**src/hdl/fbpa_pkg.sv**
```systemverilog
// ----------------------------------------------------------------------------
// fbpa_pkg
// Shared widths, codes and controller/datapath types of the block pool.
// ----------------------------------------------------------------------------
package fbpa_pkg;

  // Payload field widths.
  localparam int unsigned MODE_W   = 2;
  localparam int unsigned BLK_W    = 8;
  localparam int unsigned CNT_W    = 9;
  localparam int unsigned BYTES_W  = 13;
  localparam int unsigned OFFS_W   = 20;
  localparam int unsigned CTR_W    = 32;

  // Configuration port widths.
  localparam int unsigned CFG_IDX_W  = 2;
  localparam int unsigned CFG_DATA_W = 13;

  // One stored link: valid flag over a block index.
  localparam int unsigned LINK_W = CNT_W + 1;

  // Register values after reset.
  localparam int unsigned CNT_RESET   = 256;
  localparam int unsigned BYTES_RESET = 32;

  // Operation codes.
  localparam logic [MODE_W-1:0] MODE_ALLOC = 2'd0;
  localparam logic [MODE_W-1:0] MODE_FREE  = 2'd1;
  localparam logic [MODE_W-1:0] MODE_INIT  = 2'd2;
  localparam logic [MODE_W-1:0] MODE_NOP   = 2'd3;

  // Register indexes.
  localparam logic [CFG_IDX_W-1:0] REG_BLOCK_COUNT = 2'd0;
  localparam logic [CFG_IDX_W-1:0] REG_BLOCK_BYTES = 2'd1;

  // Commands from the controller to the datapath.
  typedef struct packed {
    logic accept;      // latch the incoming transaction, issue the link read
    logic sweep_step;  // write one implicit link
    logic commit;      // apply the item and load the result register
  } fbpa_cmd_t;

  // Status from the datapath to the controller.
  typedef struct packed {
    logic needs_sweep; // incoming free lies below the boundary with a gap
    logic sweep_last;  // current sweep write is the final one
    logic out_free;    // result register can take a new result
  } fbpa_sts_t;

endpackage

```
**src/hdl/fbpa_if.sv**
```systemverilog
// ----------------------------------------------------------------------------
// fbpa_if
// Valid/ready channels of the block pool: request, response and register write.
// ----------------------------------------------------------------------------
interface fbpa_req_if;
  logic                        valid;
  logic                        ready;
  logic [fbpa_pkg::MODE_W-1:0] mode;
  logic [fbpa_pkg::BLK_W-1:0]  block_index;
  logic                        pointer_present;

  modport source (output valid, mode, block_index, pointer_present, input ready);
  modport sink   (input valid, mode, block_index, pointer_present, output ready);
endinterface

interface fbpa_rsp_if;
  logic                         valid;
  logic                         ready;
  logic                         grant_ok;
  logic [fbpa_pkg::BLK_W-1:0]   granted_index;
  logic [fbpa_pkg::OFFS_W-1:0]  byte_offset;
  logic [fbpa_pkg::CNT_W-1:0]   free_blocks;
  logic [fbpa_pkg::CTR_W-1:0]   total_allocs;
  logic [fbpa_pkg::CTR_W-1:0]   total_fails;

  modport source (output valid, grant_ok, granted_index, byte_offset, free_blocks,
                  total_allocs, total_fails, input ready);
  modport sink   (input valid, grant_ok, granted_index, byte_offset, free_blocks,
                  total_allocs, total_fails, output ready);
endinterface

interface fbpa_cfg_if;
  logic                            valid;
  logic                            ready;
  logic [fbpa_pkg::CFG_IDX_W-1:0]  index;
  logic [fbpa_pkg::CFG_DATA_W-1:0] data;

  modport source (output valid, index, data, input ready);
  modport sink   (input valid, index, data, output ready);
endinterface

```
**src/hdl/fbpa_ram.sv**
```systemverilog
// ----------------------------------------------------------------------------
// fbpa_ram
// Generic simple dual-port RAM: one write port, one registered read port.
// ----------------------------------------------------------------------------
module fbpa_ram #(
  parameter int unsigned WIDTH = 8,
  parameter int unsigned DEPTH = 16
) (
  input  logic                     clk_i,
  input  logic                     we_i,
  input  logic [$clog2(DEPTH)-1:0] waddr_i,
  input  logic [WIDTH-1:0]         wdata_i,
  input  logic                     re_i,
  input  logic [$clog2(DEPTH)-1:0] raddr_i,
  output logic [WIDTH-1:0]         rdata_o
);

  logic [WIDTH-1:0] mem_q [DEPTH];
  logic [WIDTH-1:0] rdata_q;

  // Storage write and registered read; read data holds while re_i is low.
  always_ff @(posedge clk_i) begin
    if (we_i) begin
      mem_q[waddr_i] <= wdata_i;
    end
    if (re_i) begin
      rdata_q <= mem_q[raddr_i];
    end
  end

  assign rdata_o = rdata_q;

endmodule

```
**src/hdl/fbpa_ctrl.sv**
```systemverilog
// ----------------------------------------------------------------------------
// fbpa_ctrl
// Sequencer of the block pool: accept, link sweep and commit of one item.
// ----------------------------------------------------------------------------
module fbpa_ctrl (
  input  logic                clk_i,
  input  logic                rst_ni,
  input  logic                in_valid_i,
  output logic                in_ready_o,
  input  fbpa_pkg::fbpa_sts_t sts_i,
  output fbpa_pkg::fbpa_cmd_t cmd_o
);
  import fbpa_pkg::*;

  localparam logic [1:0] ST_IDLE   = 2'd0;
  localparam logic [1:0] ST_SWEEP  = 2'd1;
  localparam logic [1:0] ST_COMMIT = 2'd2;

  logic [1:0] state_q, state_d;
  logic       accept;

  assign in_ready_o = (state_q == ST_IDLE);
  assign accept     = in_valid_i && in_ready_o;

  // Next state and commands.
  always_comb begin
    state_d          = state_q;
    cmd_o.accept     = 1'b0;
    cmd_o.sweep_step = 1'b0;
    cmd_o.commit     = 1'b0;
    case (state_q)
      ST_IDLE: begin
        if (accept) begin
          cmd_o.accept = 1'b1;
          state_d      = sts_i.needs_sweep ? ST_SWEEP : ST_COMMIT;
        end
      end
      ST_SWEEP: begin
        cmd_o.sweep_step = 1'b1;
        if (sts_i.sweep_last) begin
          state_d = ST_COMMIT;
        end
      end
      ST_COMMIT: begin
        if (sts_i.out_free) begin
          cmd_o.commit = 1'b1;
          state_d      = ST_IDLE;
        end
      end
      default: begin
        state_d = ST_IDLE;
      end
    endcase
  end

  // State register.
  always_ff @(posedge clk_i or negedge rst_ni) begin
    if (!rst_ni) begin
      state_q <= ST_IDLE;
    end else begin
      state_q <= state_d;
    end
  end

endmodule

```
**src/hdl/fbpa_dp.sv**
```systemverilog
// ----------------------------------------------------------------------------
// fbpa_dp
// Datapath of the block pool: registers, list state, link RAM and result.
// ----------------------------------------------------------------------------
module fbpa_dp #(
  parameter int unsigned MAX_BLOCKS = 256
) (
  input  logic                                 clk_i,
  input  logic                                 rst_ni,
  input  fbpa_pkg::fbpa_cmd_t                  cmd_i,
  output fbpa_pkg::fbpa_sts_t                  sts_o,
  // Request payload.
  input  logic [fbpa_pkg::MODE_W-1:0]          mode_i,
  input  logic [fbpa_pkg::BLK_W-1:0]           block_index_i,
  input  logic                                 pointer_present_i,
  // Register writes.
  input  logic                                 cfg_we_i,
  input  logic [fbpa_pkg::CFG_IDX_W-1:0]       cfg_index_i,
  input  logic [fbpa_pkg::CFG_DATA_W-1:0]      cfg_data_i,
  // Result channel.
  output logic                                 out_valid_o,
  input  logic                                 out_ready_i,
  output logic                                 grant_ok_o,
  output logic [fbpa_pkg::BLK_W-1:0]           granted_index_o,
  output logic [fbpa_pkg::OFFS_W-1:0]          byte_offset_o,
  output logic [fbpa_pkg::CNT_W-1:0]           free_blocks_o,
  output logic [fbpa_pkg::CTR_W-1:0]           total_allocs_o,
  output logic [fbpa_pkg::CTR_W-1:0]           total_fails_o
);
  import fbpa_pkg::*;

  localparam int unsigned ADDR_W = $clog2(MAX_BLOCKS);
  localparam int unsigned RST_N  = (CNT_RESET > MAX_BLOCKS) ? MAX_BLOCKS : CNT_RESET;
  localparam logic [CNT_W-1:0] RST_CNT = CNT_W'(RST_N);

  // Configuration registers.
  logic [CNT_W-1:0]   cnt_q;
  logic [BYTES_W-1:0] bytes_q;

  // List state.
  logic [CNT_W-1:0] head_q, head_d;
  logic             head_ok_q, head_ok_d;
  logic [CNT_W-1:0] bnd_q, bnd_d;
  logic [CNT_W-1:0] free_q, free_d;
  logic [CTR_W-1:0] allocs_q, allocs_d;
  logic [CTR_W-1:0] fails_q, fails_d;

  // Latched item and sweep pointer.
  logic [MODE_W-1:0] mode_q;
  logic [BLK_W-1:0]  blk_q;
  logic              present_q;
  logic [CNT_W-1:0]  ptr_q;

  // Result register.
  logic              out_valid_q;
  logic              grant_q, grant_d;
  logic [CNT_W-1:0]  gidx_q, gidx_d;
  logic [OFFS_W-1:0] offs_q;

  logic [CNT_W-1:0]  n_eff;
  logic [LINK_W-1:0] rdata;
  logic              ram_we;
  logic [ADDR_W-1:0] ram_waddr;
  logic [LINK_W-1:0] ram_wdata;
  logic              ram_re;
  logic              free_hit;
  logic [CNT_W+BYTES_W-1:0] prod;

  // Block count in effect: zero acts as one, values past the pool size are capped.
  always_comb begin
    if (cnt_q == '0) begin
      n_eff = CNT_W'(1);
    end else if (32'(cnt_q) > 32'(MAX_BLOCKS)) begin
      n_eff = CNT_W'(MAX_BLOCKS);
    end else begin
      n_eff = cnt_q;
    end
  end

  // Register writes; indexes past the list are dropped.
  always_ff @(posedge clk_i or negedge rst_ni) begin
    if (!rst_ni) begin
      cnt_q   <= CNT_W'(CNT_RESET);
      bytes_q <= BYTES_W'(BYTES_RESET);
    end else if (cfg_we_i) begin
      case (cfg_index_i)
        REG_BLOCK_COUNT: cnt_q   <= cfg_data_i[CNT_W-1:0];
        REG_BLOCK_BYTES: bytes_q <= cfg_data_i[BYTES_W-1:0];
        default: ;
      endcase
    end
  end

  // Status toward the controller.
  assign sts_o.needs_sweep = (mode_i == MODE_FREE) && pointer_present_i &&
                             ({1'b0, block_index_i} < n_eff) &&
                             ({1'b0, block_index_i} + CNT_W'(1) < bnd_q);
  assign sts_o.sweep_last  = ({1'b0, ptr_q} + (CNT_W+1)'(1)) >= {1'b0, bnd_q};
  assign sts_o.out_free    = !out_valid_q || out_ready_i;

  // A free that really pushes a block.
  assign free_hit = (mode_q == MODE_FREE) && present_q && ({1'b0, blk_q} < n_eff);

  // Link RAM ports: read the head link on an allocate, write sweep or push links.
  assign ram_re = cmd_i.accept && (mode_i == MODE_ALLOC);
  always_comb begin
    ram_we    = 1'b0;
    ram_waddr = ADDR_W'(ptr_q);
    ram_wdata = {1'b1, ptr_q - CNT_W'(1)};
    if (cmd_i.sweep_step) begin
      ram_we = 1'b1;
    end else if (cmd_i.commit && free_hit) begin
      ram_we    = 1'b1;
      ram_waddr = ADDR_W'(blk_q);
      ram_wdata = {head_ok_q, head_q};
    end
  end

  fbpa_ram #(
    .WIDTH (LINK_W),
    .DEPTH (MAX_BLOCKS)
  ) u_link_ram (
    .clk_i   (clk_i),
    .we_i    (ram_we),
    .waddr_i (ram_waddr),
    .wdata_i (ram_wdata),
    .re_i    (ram_re),
    .raddr_i (ADDR_W'(head_q)),
    .rdata_o (rdata)
  );

  // Item latch and sweep pointer.
  always_ff @(posedge clk_i) begin
    if (cmd_i.accept) begin
      mode_q    <= mode_i;
      blk_q     <= block_index_i;
      present_q <= pointer_present_i;
      ptr_q     <= {1'b0, block_index_i} + CNT_W'(1);
    end else if (cmd_i.sweep_step) begin
      ptr_q <= ptr_q + CNT_W'(1);
    end
  end

  // Effect of the item on the list state.
  always_comb begin
    head_d    = head_q;
    head_ok_d = head_ok_q;
    bnd_d     = bnd_q;
    free_d    = free_q;
    allocs_d  = allocs_q;
    fails_d   = fails_q;
    grant_d   = 1'b0;
    gidx_d    = '0;
    case (mode_q)
      MODE_INIT: begin
        head_d    = n_eff - CNT_W'(1);
        head_ok_d = 1'b1;
        bnd_d     = n_eff;
        free_d    = n_eff;
        allocs_d  = '0;
        fails_d   = '0;
      end
      MODE_ALLOC: begin
        if (head_ok_q) begin
          grant_d = 1'b1;
          gidx_d  = head_q;
          if (head_q < bnd_q) begin
            // Below the boundary the link is implicit.
            head_d    = head_q - CNT_W'(1);
            head_ok_d = (head_q != '0);
            bnd_d     = head_q;
          end else begin
            head_d    = rdata[CNT_W-1:0];
            head_ok_d = rdata[CNT_W];
          end
          if (free_q != '0) begin
            free_d = free_q - CNT_W'(1);
          end
          allocs_d = allocs_q + CTR_W'(1);
        end else begin
          fails_d = fails_q + CTR_W'(1);
        end
      end
      MODE_FREE: begin
        if (free_hit) begin
          if ({1'b0, blk_q} < bnd_q) begin
            bnd_d = {1'b0, blk_q};
          end
          head_d    = {1'b0, blk_q};
          head_ok_d = 1'b1;
          if (free_q < n_eff) begin
            free_d = free_q + CNT_W'(1);
          end
        end
      end
      default: ;
    endcase
    // The count never exceeds the block count in effect.
    if (free_d > n_eff) begin
      free_d = n_eff;
    end
  end

  // List state registers.
  always_ff @(posedge clk_i or negedge rst_ni) begin
    if (!rst_ni) begin
      head_q    <= RST_CNT - CNT_W'(1);
      head_ok_q <= 1'b1;
      bnd_q     <= RST_CNT;
      free_q    <= RST_CNT;
      allocs_q  <= '0;
      fails_q   <= '0;
    end else if (cmd_i.commit) begin
      head_q    <= head_d;
      head_ok_q <= head_ok_d;
      bnd_q     <= bnd_d;
      free_q    <= free_d;
      allocs_q  <= allocs_d;
      fails_q   <= fails_d;
    end
  end

  // Byte offset of the granted block.
  assign prod = gidx_d * bytes_q;

  // Result register and its valid flag.
  always_ff @(posedge clk_i or negedge rst_ni) begin
    if (!rst_ni) begin
      out_valid_q <= 1'b0;
    end else if (cmd_i.commit) begin
      out_valid_q <= 1'b1;
    end else if (out_ready_i) begin
      out_valid_q <= 1'b0;
    end
  end

  always_ff @(posedge clk_i) begin
    if (cmd_i.commit) begin
      grant_q <= grant_d;
      gidx_q  <= gidx_d;
      offs_q  <= prod[OFFS_W-1:0];
    end
  end

  assign out_valid_o     = out_valid_q;
  assign grant_ok_o      = grant_q;
  assign granted_index_o = gidx_q[BLK_W-1:0];
  assign byte_offset_o   = offs_q;
  assign free_blocks_o   = free_q;
  assign total_allocs_o  = allocs_q;
  assign total_fails_o   = fails_q;

endmodule

```
**src/hdl/fixed_block_pool_allocator.sv**
```systemverilog
// A result is registered when its item commits, after acceptance and any link sweep;
// the commit waits while the result register is still full. No new request is taken
// until the current item has committed. A free below the untouched boundary first
// sweeps, writing the implicit link of each block between it and the boundary.
// Reset: asynchronous, active low; registers take their defaults, the pool is
// initialized at once and the link RAM is not cleared.
// ----------------------------------------------------------------------------
// fixed_block_pool_allocator
// Fixed-size block pool with a last-in-first-out free list of linked blocks.
// ----------------------------------------------------------------------------
module fixed_block_pool_allocator #(
  parameter int unsigned MAX_BLOCKS = 256
) (
  input  logic       clk_i,
  input  logic       rst_ni,
  fbpa_req_if.sink   req_if,
  fbpa_rsp_if.source rsp_if,
  fbpa_cfg_if.sink   cfg_if
);
  import fbpa_pkg::*;

  fbpa_cmd_t cmd;
  fbpa_sts_t sts;
  logic      in_ready;

  // Register writes are always taken.
  assign cfg_if.ready = 1'b1;
  assign req_if.ready = in_ready;

  fbpa_ctrl u_ctrl (
    .clk_i      (clk_i),
    .rst_ni     (rst_ni),
    .in_valid_i (req_if.valid),
    .in_ready_o (in_ready),
    .sts_i      (sts),
    .cmd_o      (cmd)
  );

  fbpa_dp #(
    .MAX_BLOCKS (MAX_BLOCKS)
  ) u_dp (
    .clk_i             (clk_i),
    .rst_ni            (rst_ni),
    .cmd_i             (cmd),
    .sts_o             (sts),
    .mode_i            (req_if.mode),
    .block_index_i     (req_if.block_index),
    .pointer_present_i (req_if.pointer_present),
    .cfg_we_i          (cfg_if.valid),
    .cfg_index_i       (cfg_if.index),
    .cfg_data_i        (cfg_if.data),
    .out_valid_o       (rsp_if.valid),
    .out_ready_i       (rsp_if.ready),
    .grant_ok_o        (rsp_if.grant_ok),
    .granted_index_o   (rsp_if.granted_index),
    .byte_offset_o     (rsp_if.byte_offset),
    .free_blocks_o     (rsp_if.free_blocks),
    .total_allocs_o    (rsp_if.total_allocs),
    .total_fails_o     (rsp_if.total_fails)
  );

endmodule
```
**src/flat_wrapper.sv**
```systemverilog
// flat-port wrapper written by rule: the top's interface ports become plain ports
module fixed_block_pool_allocator_flat import fbpa_pkg::*;
#(
  parameter int unsigned MAX_BLOCKS = 256
)
  (clk_i, rst_ni, req_if_valid, req_if_mode, req_if_block_index, req_if_pointer_present, req_if_ready, rsp_if_valid, rsp_if_grant_ok, rsp_if_granted_index, rsp_if_byte_offset, rsp_if_free_blocks, rsp_if_total_allocs, rsp_if_total_fails, rsp_if_ready, cfg_if_valid, cfg_if_index, cfg_if_data, cfg_if_ready);
  fbpa_req_if req_if_i ();
  fbpa_rsp_if rsp_if_i ();
  fbpa_cfg_if cfg_if_i ();
  input  logic clk_i;
  input  logic rst_ni;
  input wire logic [$bits(req_if_i.valid)-1:0] req_if_valid;
  input wire logic [$bits(req_if_i.mode)-1:0] req_if_mode;
  input wire logic [$bits(req_if_i.block_index)-1:0] req_if_block_index;
  input wire logic [$bits(req_if_i.pointer_present)-1:0] req_if_pointer_present;
  output wire logic [$bits(req_if_i.ready)-1:0] req_if_ready;
  output wire logic [$bits(rsp_if_i.valid)-1:0] rsp_if_valid;
  output wire logic [$bits(rsp_if_i.grant_ok)-1:0] rsp_if_grant_ok;
  output wire logic [$bits(rsp_if_i.granted_index)-1:0] rsp_if_granted_index;
  output wire logic [$bits(rsp_if_i.byte_offset)-1:0] rsp_if_byte_offset;
  output wire logic [$bits(rsp_if_i.free_blocks)-1:0] rsp_if_free_blocks;
  output wire logic [$bits(rsp_if_i.total_allocs)-1:0] rsp_if_total_allocs;
  output wire logic [$bits(rsp_if_i.total_fails)-1:0] rsp_if_total_fails;
  input wire logic [$bits(rsp_if_i.ready)-1:0] rsp_if_ready;
  input wire logic [$bits(cfg_if_i.valid)-1:0] cfg_if_valid;
  input wire logic [$bits(cfg_if_i.index)-1:0] cfg_if_index;
  input wire logic [$bits(cfg_if_i.data)-1:0] cfg_if_data;
  output wire logic [$bits(cfg_if_i.ready)-1:0] cfg_if_ready;
  assign req_if_i.valid = req_if_valid;
  assign req_if_i.mode = req_if_mode;
  assign req_if_i.block_index = req_if_block_index;
  assign req_if_i.pointer_present = req_if_pointer_present;
  assign req_if_ready = req_if_i.ready;
  assign rsp_if_valid = rsp_if_i.valid;
  assign rsp_if_grant_ok = rsp_if_i.grant_ok;
  assign rsp_if_granted_index = rsp_if_i.granted_index;
  assign rsp_if_byte_offset = rsp_if_i.byte_offset;
  assign rsp_if_free_blocks = rsp_if_i.free_blocks;
  assign rsp_if_total_allocs = rsp_if_i.total_allocs;
  assign rsp_if_total_fails = rsp_if_i.total_fails;
  assign rsp_if_i.ready = rsp_if_ready;
  assign cfg_if_i.valid = cfg_if_valid;
  assign cfg_if_i.index = cfg_if_index;
  assign cfg_if_i.data = cfg_if_data;
  assign cfg_if_ready = cfg_if_i.ready;
  fixed_block_pool_allocator #(.MAX_BLOCKS(MAX_BLOCKS)) u_core (.clk_i(clk_i), .rst_ni(rst_ni), .req_if(req_if_i), .rsp_if(rsp_if_i), .cfg_if(cfg_if_i));
endmodule
```
**config.mk**
```make
export PLATFORM = sky130hd
export DESIGN_NAME = fixed_block_pool_allocator_flat
export DESIGN_NICKNAME = d
export VERILOG_FILES = /design/src/hdl/fbpa_pkg.sv /design/src/hdl/fbpa_if.sv /design/src/hdl/fbpa_ram.sv /design/src/hdl/fbpa_ctrl.sv /design/src/hdl/fbpa_dp.sv /design/src/hdl/fixed_block_pool_allocator.sv /design/src/flat_wrapper.sv
export SDC_FILE = /design/constraint.sdc
export NUM_CORES = 2
export LEC_CHECK = 0
export BUFFER_PORTS_ARGS = -buffer_cell sky130_fd_sc_hd__buf_2
export CAP_MARGIN = 5
export CORE_ASPECT_RATIO = 1.1
export CORE_MARGIN = 2
export CORE_UTILIZATION = 41
export CTS_CLUSTER_DIAMETER = 80
export CTS_CLUSTER_SIZE = 28
export DETAILED_ROUTE_END_ITERATION = 10
export GPL_ROUTABILITY_DRIVEN = 0
export GPL_TIMING_DRIVEN = 1
export SKIP_CTS_REPAIR_TIMING = 1
export SLEW_MARGIN = 20
export SYNTH_ARGS = -nofsm -noshare
export SYNTH_HDL_FRONTEND = slang
export SYNTH_SLANG_ARGS = --single-unit
export TNS_END_PERCENT = 30
```
**constraint.sdc**
```tcl
create_clock -name clk_i -period 27.2 [get_ports clk_i]
set_input_delay 4.08 -clock clk_i [delete_from_list [all_inputs] [get_ports clk_i]]
set_output_delay 4.08 -clock clk_i [all_outputs]
set_load 0.02 [all_outputs]
```
==> reports/results.tsv <==
metric	value	unit
max_cap viols	0	
Final Critical Period	8.304	ns
number of port buffers	134	
clock sinks	2736	
Layout area overhead	8.004	%
Setup TNS	0	ns
I/O pin cnt	136	
largest stage delay on the critical path	0.83	ns
Synth async-reset ratio	0.04276	
synth unique cells	84	
Ys Warns	0	
commonest non-fill, non-tap cell in the layout	edfxtp_1	
share of the synthesized area in the top cell type	0.6981	
Mapped Area	112700	sq um
CP max-delay cell	buf_4	
cell taking the most area after synthesis	edfxtp_1	
Crit Path Max Fanout	80	
Final Hold Viols	0	
kind of critical path	in2reg	
commonest register cell after synthesis	edfxtp_1	
Core Region	272900	sq um
Max VDD drop	0.1061	mV
CTS root buffer	clkbuf_16	
Post-synth EDFFs	2619	
Arrival @ worst endpoint	8.79	ns
worst endpoint required time	27.68	ns
initial antenna violation count	8	
Routed Antenna Nets	0	
minimum hold slack	0.5528	ns
static leakage	39.75	nW
register bit total from synthesis	2736	
initial cell density of the core	0.4129	
Bufs on Longest Clock Path	3	
Die H	553.8	microns
die width	503.8	microns
Total Routed Length	285400	microns
clock latency on the worst-skew pair	0.82	ns
Worst Max-Slew Pin Slew	1.258	ns
cts bufs inserted	119	
switching part of the total power	0.3008	
HPWL after DPL	176100	microns
Syn Inst Count	5657	
mean post-synth cell area	19.91	sq um
worst-path cell chain	buf_2, nand2b_1, nand2_1, clkinv_1, nand4_4, buf_4, nand2_1, o21ai_4, buf_4, buf_4, buf_4	
Layout Cells excl Fill	9415	
Pre-antenna DRT Iters	6	
commonest non-fill, non-tap cells in the layout	edfxtp_1, mux4_2, nor2_1, nand2_1, buf_2	
RSZ-0062 raised after global routing	no	
Tot Pwr	0.009809	W
fmax	120.4	MHz
slew margin rel.	0.1581	
Period Utilization, post-route	0.3053	
Final Max Slew Viols	0	
vias in the first global route	55200	
Cells after DPL	9240	
status	finished clean	
detailed-route DRC error count	0	
Final Skew	0.04093	ns
Clock transition at path regs	0.10	ns
first-pass GRT wire length	413500	microns
WL/cell	30.32	microns
overall die area	279000	sq um
PD cells	80.62	nW/um^2
Crit path top cell by count	buf_4	
total track usage	0.2020	
row count	201	
post-synthesis sequential area ratio	0.7242	
crit path capture type	register	
GRT overflow	0	
Flop pwr share	0.573	
Clock power frac	0.222	
CP startpoint kind	input port	
layout cells sized above 1	0.2287	
Vias	55410	
CTS tree	built	
starting DRC count in detailed routing	6246	
fillcell total	22880	
Post-Syn Nets	5872	
Final #Nets	5924	
switching pwr	0.002950	W
Int Power	0.006858	W
Vias/cell	5.885	
Hold Path Class	reg2reg	
htree depth	3	
Comb pwr share	0.205	
top cells by area, synth	edfxtp_1, mux4_2, dfrtp_1	
Final Setup Violations	0	
largest net degree at the start of global routing	195	
[registers in the layout, indices dropped and copies added (netlist names), 2 cells and up]
signal	count
u_core.u_dp.mode_q	2
u_core.u_dp.ptr_q	9
u_core.u_dp.bnd_q	9
u_core.u_dp.byte_offset_o	20
u_core.u_dp.u_link_ram.rdata_o	10
u_core.u_dp.u_link_ram.mem_q	2560
u_core.u_dp.free_blocks_o	9
u_core.u_dp.total_allocs_o	32
u_core.u_dp.head_q	9
u_core.u_dp.cnt_q	9
u_core.u_ctrl.state_q	2
u_core.u_dp.gidx_q	8
u_core.u_dp.total_fails_o	32
u_core.u_dp.bytes_q	13
u_core.u_dp.blk_q	8
[layer usage]
layer	routed length [microns]	global-route usage
met5	37	0
met4	8500	0.05780
met3	20970	0.02817
met2	135700	0.3205
met1	120300	0.2926
[path summary, 6_finish.rpt]
kind                                              startpoint                                       endpoint  slack (ns)  cells past startpoint
hold reg to reg             u_core.u_dp.cnt_q[2]$_DFFE_PN0P_               u_core.u_dp.cnt_q[2]$_DFFE_PN0P_        0.55                      1
hold / removal              u_core.u_dp.cnt_q[2]$_DFFE_PN0P_               u_core.u_dp.cnt_q[2]$_DFFE_PN0P_        0.55                      1
max in group asynchronous                             rst_ni      u_core.u_dp.total_fails_o[27]$_DFFE_PN0P_       22.56                      2
setup reg to reg           u_core.u_dp.head_ok_q$_DFFE_PN1P_        u_core.u_dp.byte_offset_o[19]$_DFFE_PP_       20.50                     20
setup / recovery                                rsp_if_ready  u_core.u_dp.u_link_ram.mem_q[65][5]$_DFFE_PP_       18.90                     11
min in group asynchronous                             rst_ni            u_core.u_dp.bytes_q[10]$_DFFE_PN0P_        3.32                      1
[cell usage after synthesis (6+ instances only)]
| cell | count |
|---|---|
| edfxtp_1 | 2619 |
| mux4_2 | 778 |
| nor2_1 | 414 |
| nand2_1 | 212 |
| clkbuf_1 | 161 |
| inv_1 | 120 |
| ha_1 | 107 |
| dfrtp_1 | 104 |
| buf_2 | 84 |
| a21oi_1 | 79 |
| fa_1 | 77 |
| and3_1 | 65 |
| xor2_1 | 62 |
| o21ai_0 | 57 |
| mux2_2 | 50 |
| nand3_1 | 47 |
| mux2i_1 | 40 |
| xnor2_1 | 40 |
| buf_1 | 39 |
| nor3_1 | 39 |
| a31oi_1 | 34 |
| a22oi_1 | 30 |
| buf_4 | 30 |
| nand2b_1 | 29 |
| nor2b_1 | 29 |
| and2_1 | 28 |
| a211oi_1 | 27 |
| nand4_1 | 19 |
| nor4_1 | 18 |
| o211ai_1 | 16 |
| o22ai_1 | 15 |
| a22o_1 | 14 |
| dfstp_2 | 13 |
| or3_1 | 13 |
| o21a_1 | 12 |
| a21o_1 | 10 |
| a32oi_1 | 9 |
| a41oi_1 | 7 |
| and4_1 | 7 |
| o31ai_1 | 7 |
| or2_2 | 7 |
| buf_6 | 6 |
| nor3b_1 | 6 |
| o22a_1 | 6 |
[metrics by stage]
step / util / worst slack [ns] / instance area, sq um
detailed placement: 0.4322 / 18.08 / 117900
CTS: 0.4456 / 18.95 / 121600
floorplan: - / 9.788 / 112700
finish: 0.4459 / 18.90 / 121700
global placement: 0.4320 / 18.23 / 117900
global route: 0.4459 / 18.52 / 121700
[kinds of logic after synthesis]
family                   after synthesis  synth area share
AO/OA/AOI/OAI                        368           0.02194
XOR/XNOR                             102          0.007930
adder cells (fa/ha/maj)              184           0.02557
buffers and inverters                441           0.01703
flip-flops                          2736            0.7242
multiplexers                         870            0.1643
other                                  1        0.00003329
AND/OR/NAND/NOR                      955           0.03898
[power groups by stage]
stage	clock network (W)	registers, W	logic (W)
after floorplan	0	0.00606	0.000993
after global placement	0	0.00571	0.00200
after detailed placement	0	0.00571	0.00204
after CTS	0.00223	0.00561	0.00203
after global routing	0.00236	0.00563	0.00215
final	0.00218	0.00562	0.00201
[critical path, delay by kind of cell]
family / cells / cell delay (ns)
compound gates: 1 / 0.10
buf+inv: 6 / 3.19
simple gates: 4 / 1.16
[area by class of cell]
class	instances	area, sq um	area share
clock buffers	127	3072	0.02525
inverters	121	461.7	0.003795
diodes	2	5.005	0.00004113
clock inverters	44	586.8	0.004823
flip-flops and latches	2736	81600	0.6707
well taps	3654	4572	0.03758
repair buffers	251	1733	0.01424
multi-input cells	2480	29640	0.2436
Power figures use the tool's default switching activity.
